==> src/sv/atb_pkg.sv <==
// atb_pkg: shared types and codes of the alias table builder
// used by atb_ctrl, atb_datapath and alias_table_builder; no dependencies
package atb_pkg;

    localparam int MASS_W   = 33;
    localparam int INDEX_W  = 10;
    localparam int CNT_W    = 11;
    localparam int ERR_W    = 2;
    localparam int IN_DW    = 48;
    localparam int OUT_DW   = 56;

    // request kinds on the input side
    localparam logic ACT_LOAD = 1'b0;
    localparam logic ACT_READ = 1'b1;

    // result kinds
    localparam logic KIND_REPORT = 1'b0;
    localparam logic KIND_READ   = 1'b1;

    // result error codes
    localparam logic [ERR_W-1:0] ERR_OK  = 2'd0;
    localparam logic [ERR_W-1:0] ERR_OVF = 2'd1;
    localparam logic [ERR_W-1:0] ERR_BAD = 2'd2;

    // scaled store read address select
    localparam logic [1:0] SC_SEL_SCAN  = 2'd0;
    localparam logic [1:0] SC_SEL_SMALL = 2'd1;
    localparam logic [1:0] SC_SEL_G     = 2'd2;

    // 1.0 in Q1.32 at mass width
    localparam logic [MASS_W-1:0] PROB_ONE = 33'h1_0000_0000;

    typedef struct packed {
        logic       load;
        logic       scan_init;
        logic       rd_req;
        logic       scan_mul;
        logic       scan_wr;
        logic       pop_pair;
        logic       cap_pair;
        logic       cap_sl;
        logic       upd_pair;
        logic       lg_pop;
        logic       lg_wr;
        logic       sm_pop;
        logic       sm_wr;
        logic       rep_build;
        logic       rep_read;
        logic [1:0] sc_rsel;
        logic       pr_rsel;
    } t_cmd;

    typedef struct packed {
        logic scan_done;
        logic sd_nz;
        logic ld_nz;
        logic out_free;
    } t_stat;

endpackage

==> src/sv/atb_ctrl.sv <==
// atb_ctrl: sequencer for load, scan, pairing, leftover, report and read steps
// depends on atb_pkg
module atb_ctrl (
    input  logic          i_clk,
    input  logic          i_rst_n,
    input  logic          i_valid,
    input  logic          i_action,
    input  logic          i_last,
    input  atb_pkg::t_stat i_stat,
    output logic          o_ready,
    output atb_pkg::t_cmd o_cmd
);
    import atb_pkg::*;

    localparam logic [3:0] S_IDLE     = 4'd0;
    localparam logic [3:0] S_SCAN_RD  = 4'd1;
    localparam logic [3:0] S_SCAN_MUL = 4'd2;
    localparam logic [3:0] S_SCAN_WR  = 4'd3;
    localparam logic [3:0] S_P_POP    = 4'd4;
    localparam logic [3:0] S_P_RDL    = 4'd5;
    localparam logic [3:0] S_P_RDG    = 4'd6;
    localparam logic [3:0] S_P_UPD    = 4'd7;
    localparam logic [3:0] S_LG_POP   = 4'd8;
    localparam logic [3:0] S_LG_WR    = 4'd9;
    localparam logic [3:0] S_SM_POP   = 4'd10;
    localparam logic [3:0] S_SM_WR    = 4'd11;
    localparam logic [3:0] S_REPORT   = 4'd12;
    localparam logic [3:0] S_RD       = 4'd13;

    logic [3:0] r_state;
    logic [3:0] n_state;

    assign o_ready = (r_state == S_IDLE);

    // next state and command decode
    always_comb begin
        n_state = r_state;
        o_cmd   = '0;
        o_cmd.sc_rsel = SC_SEL_SCAN;
        unique case (r_state)
            S_IDLE: begin
                if (i_valid) begin
                    if (i_action == ACT_LOAD) begin
                        o_cmd.load = 1'b1;
                        if (i_last) begin
                            o_cmd.scan_init = 1'b1;
                            n_state = S_SCAN_RD;
                        end
                    end else begin
                        o_cmd.rd_req = 1'b1;
                        n_state = S_RD;
                    end
                end
            end
            S_SCAN_RD: begin
                n_state = i_stat.scan_done ? S_P_POP : S_SCAN_MUL;
            end
            S_SCAN_MUL: begin
                o_cmd.scan_mul = 1'b1;
                n_state = S_SCAN_WR;
            end
            S_SCAN_WR: begin
                o_cmd.scan_wr = 1'b1;
                n_state = S_SCAN_RD;
            end
            S_P_POP: begin
                if (i_stat.sd_nz && i_stat.ld_nz) begin
                    o_cmd.pop_pair = 1'b1;
                    n_state = S_P_RDL;
                end else begin
                    n_state = S_LG_POP;
                end
            end
            S_P_RDL: begin
                o_cmd.cap_pair = 1'b1;
                o_cmd.sc_rsel  = SC_SEL_SMALL;
                n_state = S_P_RDG;
            end
            S_P_RDG: begin
                o_cmd.cap_sl  = 1'b1;
                o_cmd.sc_rsel = SC_SEL_G;
                n_state = S_P_UPD;
            end
            S_P_UPD: begin
                o_cmd.upd_pair = 1'b1;
                n_state = S_P_POP;
            end
            S_LG_POP: begin
                if (i_stat.ld_nz) begin
                    o_cmd.lg_pop = 1'b1;
                    n_state = S_LG_WR;
                end else begin
                    n_state = S_SM_POP;
                end
            end
            S_LG_WR: begin
                o_cmd.lg_wr = 1'b1;
                n_state = S_LG_POP;
            end
            S_SM_POP: begin
                if (i_stat.sd_nz) begin
                    o_cmd.sm_pop = 1'b1;
                    n_state = S_SM_WR;
                end else begin
                    n_state = S_REPORT;
                end
            end
            S_SM_WR: begin
                o_cmd.sm_wr = 1'b1;
                n_state = S_SM_POP;
            end
            S_REPORT: begin
                if (i_stat.out_free) begin
                    o_cmd.rep_build = 1'b1;
                    n_state = S_IDLE;
                end
            end
            S_RD: begin
                o_cmd.pr_rsel = 1'b1;
                if (i_stat.out_free) begin
                    o_cmd.rep_read = 1'b1;
                    n_state = S_IDLE;
                end
            end
            default: begin
                n_state = S_IDLE;
            end
        endcase
    end

    // state register
    always_ff @(posedge i_clk) begin
        if (!i_rst_n) begin
            r_state <= S_IDLE;
        end else begin
            r_state <= n_state;
        end
    end

endmodule

==> config.mk <==
export PLATFORM = sky130hd
export DESIGN_NAME = atb_ctrl
export DESIGN_NICKNAME = d
export VERILOG_FILES = /design/src/sv/atb_pkg.sv /design/src/sv/atb_ctrl.sv
export SDC_FILE = /design/constraint.sdc
export NUM_CORES = 1
export LEC_CHECK = 0
export BUFFER_PORTS_ARGS = -buffer_cell sky130_fd_sc_hd__buf_2
export CAP_MARGIN = 5
export CELL_PAD_IN_SITES_DETAIL_PLACEMENT = 1
export CELL_PAD_IN_SITES_GLOBAL_PLACEMENT = 1
export CORE_MARGIN = 5
export CORE_UTILIZATION = 32
export CTS_BUF_LIST = sky130_fd_sc_hd__clkbuf_4
export CTS_CLUSTER_DIAMETER = 40
export DETAILED_ROUTE_END_ITERATION = 7
export GPL_TIMING_DRIVEN = 0
export PLACE_DENSITY = 0.83
export SLEW_MARGIN = 0
export SYNTH_ARGS = -nofsm -noshare
export SYNTH_HDL_FRONTEND = slang
export SYNTH_SLANG_ARGS = --single-unit
==> constraint.sdc <==
create_clock -name i_clk -period 2.5 [get_ports i_clk]
set_input_delay 0 -clock i_clk [delete_from_list [all_inputs] [get_ports i_clk]]
set_output_delay 0 -clock i_clk [all_outputs]
set_load 0.01 [all_outputs]
=== Word level (Yosys, flattened, before mapping) ===
Index checks and enable logic that the tools add are counted.

* Add/sub/neg operators: 0
* Multipliers: 0
* Div/mod/pow operators: 0
* $lt $le $gt $ge: 0
* Eq/ne operators: 16
* Shift operators: 0
* Multiplexer cells: 32
* Bitwise gates (word level): 0
* Reduce and logical (&&, ||, !) cells: 4

{| class="wikitable"
|+ Operators with widths
! kind !! number
|-
| 4-bit case mux with 13 select lines || 1
|-
| 4-bit equality test, second input constant || 6
|-
| 4-bit 2-to-1 mux || 5
|-
| 1-bit 2-to-1 mux || 19
|-
| 4-bit by 3-bit equality test with 1-bit output, second input constant || 4
|-
| 3-bit 2-to-1 mux || 4
|-
| 4-bit by 2-bit equality test with 1-bit output, second input constant || 2
|-
| 4-bit by 1-bit equality test with 1-bit output, second input constant || 1
|-
| 4-bit zero test || 1
|-
| 2-bit 2-to-1 mux || 2
|-
| 2-bit case mux with 2 select lines || 1
|-
| 3-bit != test, second input constant || 1
|-
| 3-bit AND reduction || 1
|-
| 2-bit by 1-bit != test with 1-bit output, second input constant || 1
|-
| 2-bit != test, second input constant || 1
|-
| 2-bit OR reduction || 1
|-
| 1-bit logical AND || 1
|}

* Flip-flop bits (word level): 4
* Bits in latches: 0
* Bits in writable memories: 0
* Bits in read-only memories: 0
* Input port bits: 9
* Word-level logic and storage cells: 53
* Memories kept: 0

=== Longest topological paths before layout ===
* Depth in word-level cells: 4
* Depth in mapped cells: 6
* Depth with buffers taken out: 4

=== Worst setup path after synthesis ===
Ideal clock, no wire load.

* Path kind: register to register
* From: register r_state[1]
* To: register r_state[3]
* Setup time: 0.115 ns
* Data arrival time: 1.153 ns
* Path slack: 1.232 ns
* Stages on the path, launching flop included: 5
* Path buffers: 0
* Clock period less this slack: 1.268 ns
* Cells stage by stage: dfxtp_1 nor4_4 a211o_1 o31ai_1 and2_1

{| class="wikitable"
|+ RTL lines
! what !! RTL line !! source
|-
| start: declaration || atb_ctrl.sv:30 || <nowiki>logic [3:0] r_state;</nowiki>
|-
| start signal: assignment || atb_ctrl.sv:136 || <nowiki>r_state <= n_state;</nowiki>
|-
| 4-bit zero test (*) || - ||
|-
| net o_ready || atb_ctrl.sv:10 || <nowiki>output logic o_ready,</nowiki>
|-
| 3-bit != test (no line) or 2-bit != test (tied branches) || - ||
|-
| 3-bit AND reduction (no line) || - ||
|}

Mark *: on every way through the listed nets, which the timed path passes. The rest lies on a longest branch.
A chain may end at the register's enable or synchronous reset.

==> impl_metrics.env <==
export IMPL_worstMarginPinSlew_ns=0.371
export IMPL_vias=687
export IMPL_p_sw_w=0.000406
export IMPL_boundaryPins=28
export IMPL_viasPerCell=5.59
export IMPL_die_y_um=50.2
export IMPL_final_common_cell="buf_2"
export IMPL_place_hpwl_mm=1.44
export IMPL_synth_distinct_cells=30
export IMPL_antenna_found_initial=0
export IMPL_cts_setup_buffers=0
export IMPL_ys_seq_area_share_pct=15.5
export IMPL_ctsHoldBuffers=0
export IMPL_worstSkewPairLatency_ns=0.24
export IMPL_vdd_drop_max_mv=0.461
export IMPL_grt_pass1_vias=688
export IMPL_drc=0
export IMPL_drive_gt1_share_pct=36.4
export IMPL_antenna_cells=0
export IMPL_pre_cts_ws_ns=1.13
export IMPL_synthArstFlopShare_pct=0
export IMPL_power_frac_clock_pct=10.3
export IMPL_slew_viol_final=0
export IMPL_cp_required_ns=2.50
export IMPL_combPwrFrac_pct=74.0
export IMPL_final_cells=123
export IMPL_mostFrequentLayoutCells="buf_2 (30), nor2_1 (11), nand2_1 (8)"
export IMPL_worstSetupStartpointType="register"
export IMPL_yosys_area_top_type="dfxtp_1"
export IMPL_dp_cells=120
export IMPL_grt_max_degree=11
export IMPL_largest_register_ffs=4
export IMPL_gp_congestion=0.881
export IMPL_synth_cells=77
export IMPL_setup_viol=0
export IMPL_rsz0062_at_grt="no"
export IMPL_clkSinkCount=4
export IMPL_status="completed"
export IMPL_drv_cap=0
export IMPL_maxSlewHeadroom_pct=75.1
export IMPL_die_x_um=50.2
export IMPL_regMostFlops="r_state"
export IMPL_largestRegisters="r_state x4"
export IMPL_place_area_um2=672
export IMPL_design_die_area_um2=2520
export IMPL_tns_ns=0
export IMPL_max_clock_freq_mhz=660
export IMPL_final_setup_skew_ns=0.00121
export IMPL_cts_buffers=3
export IMPL_ys_ff_latch=4
export IMPL_root_buffer="clkbuf_4"
export IMPL_yosys_warnings=0
export IMPL_start_util_pct=33.9
export IMPL_nNetsFinal=118
export IMPL_fp_row_count=14
export IMPL_synth_area_um2=517
export IMPL_setup_ws_ns=0.984
export IMPL_yosysTopAreaCellShare_pct=15.5
export IMPL_cts_tree="built"
export IMPL_power_density_nw_per_um2=1140
export IMPL_hold_class="in2reg"
export IMPL_period_needed_ns=1.52
export IMPL_routed_wl_mm=1.82
export IMPL_grt_pass1_wl_mm=3.09
export IMPL_path_clk_slew_ns=0.04
export IMPL_p_leak_nw=0.350
export IMPL_design_area_um2=694
export IMPL_numPortBuffers=27
export IMPL_power_share_sequential_pct=15.7
export IMPL_drt_wirelength_per_cell_um=14.8
export IMPL_hold_ws_ns=0.0342
export IMPL_coreArea_um2=1520
export IMPL_synth_flop_cell="dfxtp_1"
export IMPL_fin_crit_sh_pct=60.6
export IMPL_drt_first_pass_iters=4
export IMPL_syn_area_per_cell_um2=6.71
export IMPL_path_class="reg2out"
export IMPL_synth_area_top_cells="dfxtp_1 (15%), nor2_1 (8.0%), nor3_1 (5.8%)"
export IMPL_crit_arrival_ns=1.52
export IMPL_hold_viol=0
export IMPL_synthToLayoutAreaGrowth_pct=34.4
export IMPL_dr_first_iter_drc_count=2
export IMPL_critPathMaxFanout=8
export IMPL_internal_power_w=0.000383
export IMPL_htreeDepth=1
export IMPL_clockBufferDepth=2
export IMPL_netSwitchingFraction_pct=51.5
export IMPL_grt_usage_pct=15.2
export IMPL_cp_end_kind="output pin"
export IMPL_synth_nets=86
export IMPL_ant_nets=0
export IMPL_overflow=0
export IMPL_post_cts_resized=0
export IMPL_synth_edff_count=0
## critical path, cell delays in order (launching register included)
cell and delay (ns):
dfxtp_1 0.37, nor4_4 0.44, nand2_1 0.10, nor2_1 0.12
and2_1 0.13, buf_2 0.12
## cells in the mapped netlist, drive strengths merged (2+ instances only)
cell	count
buf	7
nand2b	5
a21oi	5
o31ai	3
nor3	6
dfxtp	4
or3	2
and2	2
nand2	8
or2b	2
inv	3
nor2	11
o21ai	3
nor4	2
a22oi	2
## cells by family after synthesis
kind of cell,Yosys count,synth area share [%]
buf+inv,10,10.9
simple gates,43,46.7
compound gates,20,26.9
flops,4,15.5
## area by class of cell
type	instances	area, um2
buffer	7	45.0
clock buffer	3	22.5
fill	221	830
inverter	3	11.3
multi-input combinational	63	380
sequential	4	80.1
tap	16	20.0
timing repair buffer	27	135
## power groups by stage
stage                     Sequential (W)  Clock (W)  Combinational (W)
after CTS                       0.000124  0.0000847           0.000583
after global placement          0.000125          0           0.000564
after global routing            0.000127  0.0000892           0.000645
final                           0.000124  0.0000813           0.000584
after detailed placement        0.000125          0           0.000580
after floorplan                 0.000119          0           0.000423
## final timing paths
| check | cells after the start | slack (ns) | from | endpoint |
|---|---|---|---|---|
| min | 3 | 0.03 | i_rst_n | r_state[0] |
| min reg2reg | 2 | 0.76 | r_state[0] | r_state[0] |
| max | 5 | 0.98 | r_state[1] | o_cmd[16] |
| max reg2reg | 5 | 1.13 | r_state[3] | r_state[1] |
## through the flow
stage               total power [W]  util (%)
detailed placement         0.000706      44.1
global placement           0.000689      44.1
CTS                        0.000792      45.6
floorplan                  0.000542         -
global route               0.000862      45.6
finish                     0.000789      45.6
## metal layers
metal / GRT usage (%) / wire length, um / vias to the layer above
met5: 0 / 0 / -
met4: 5.24 / 14 / 0
met3: 4.44 / 85 / 2
met2: 24.1 / 893 / 18
met1: 19.4 / 823 / 331
li1: - / - / 336
Power figures use the tool's default switching activity.
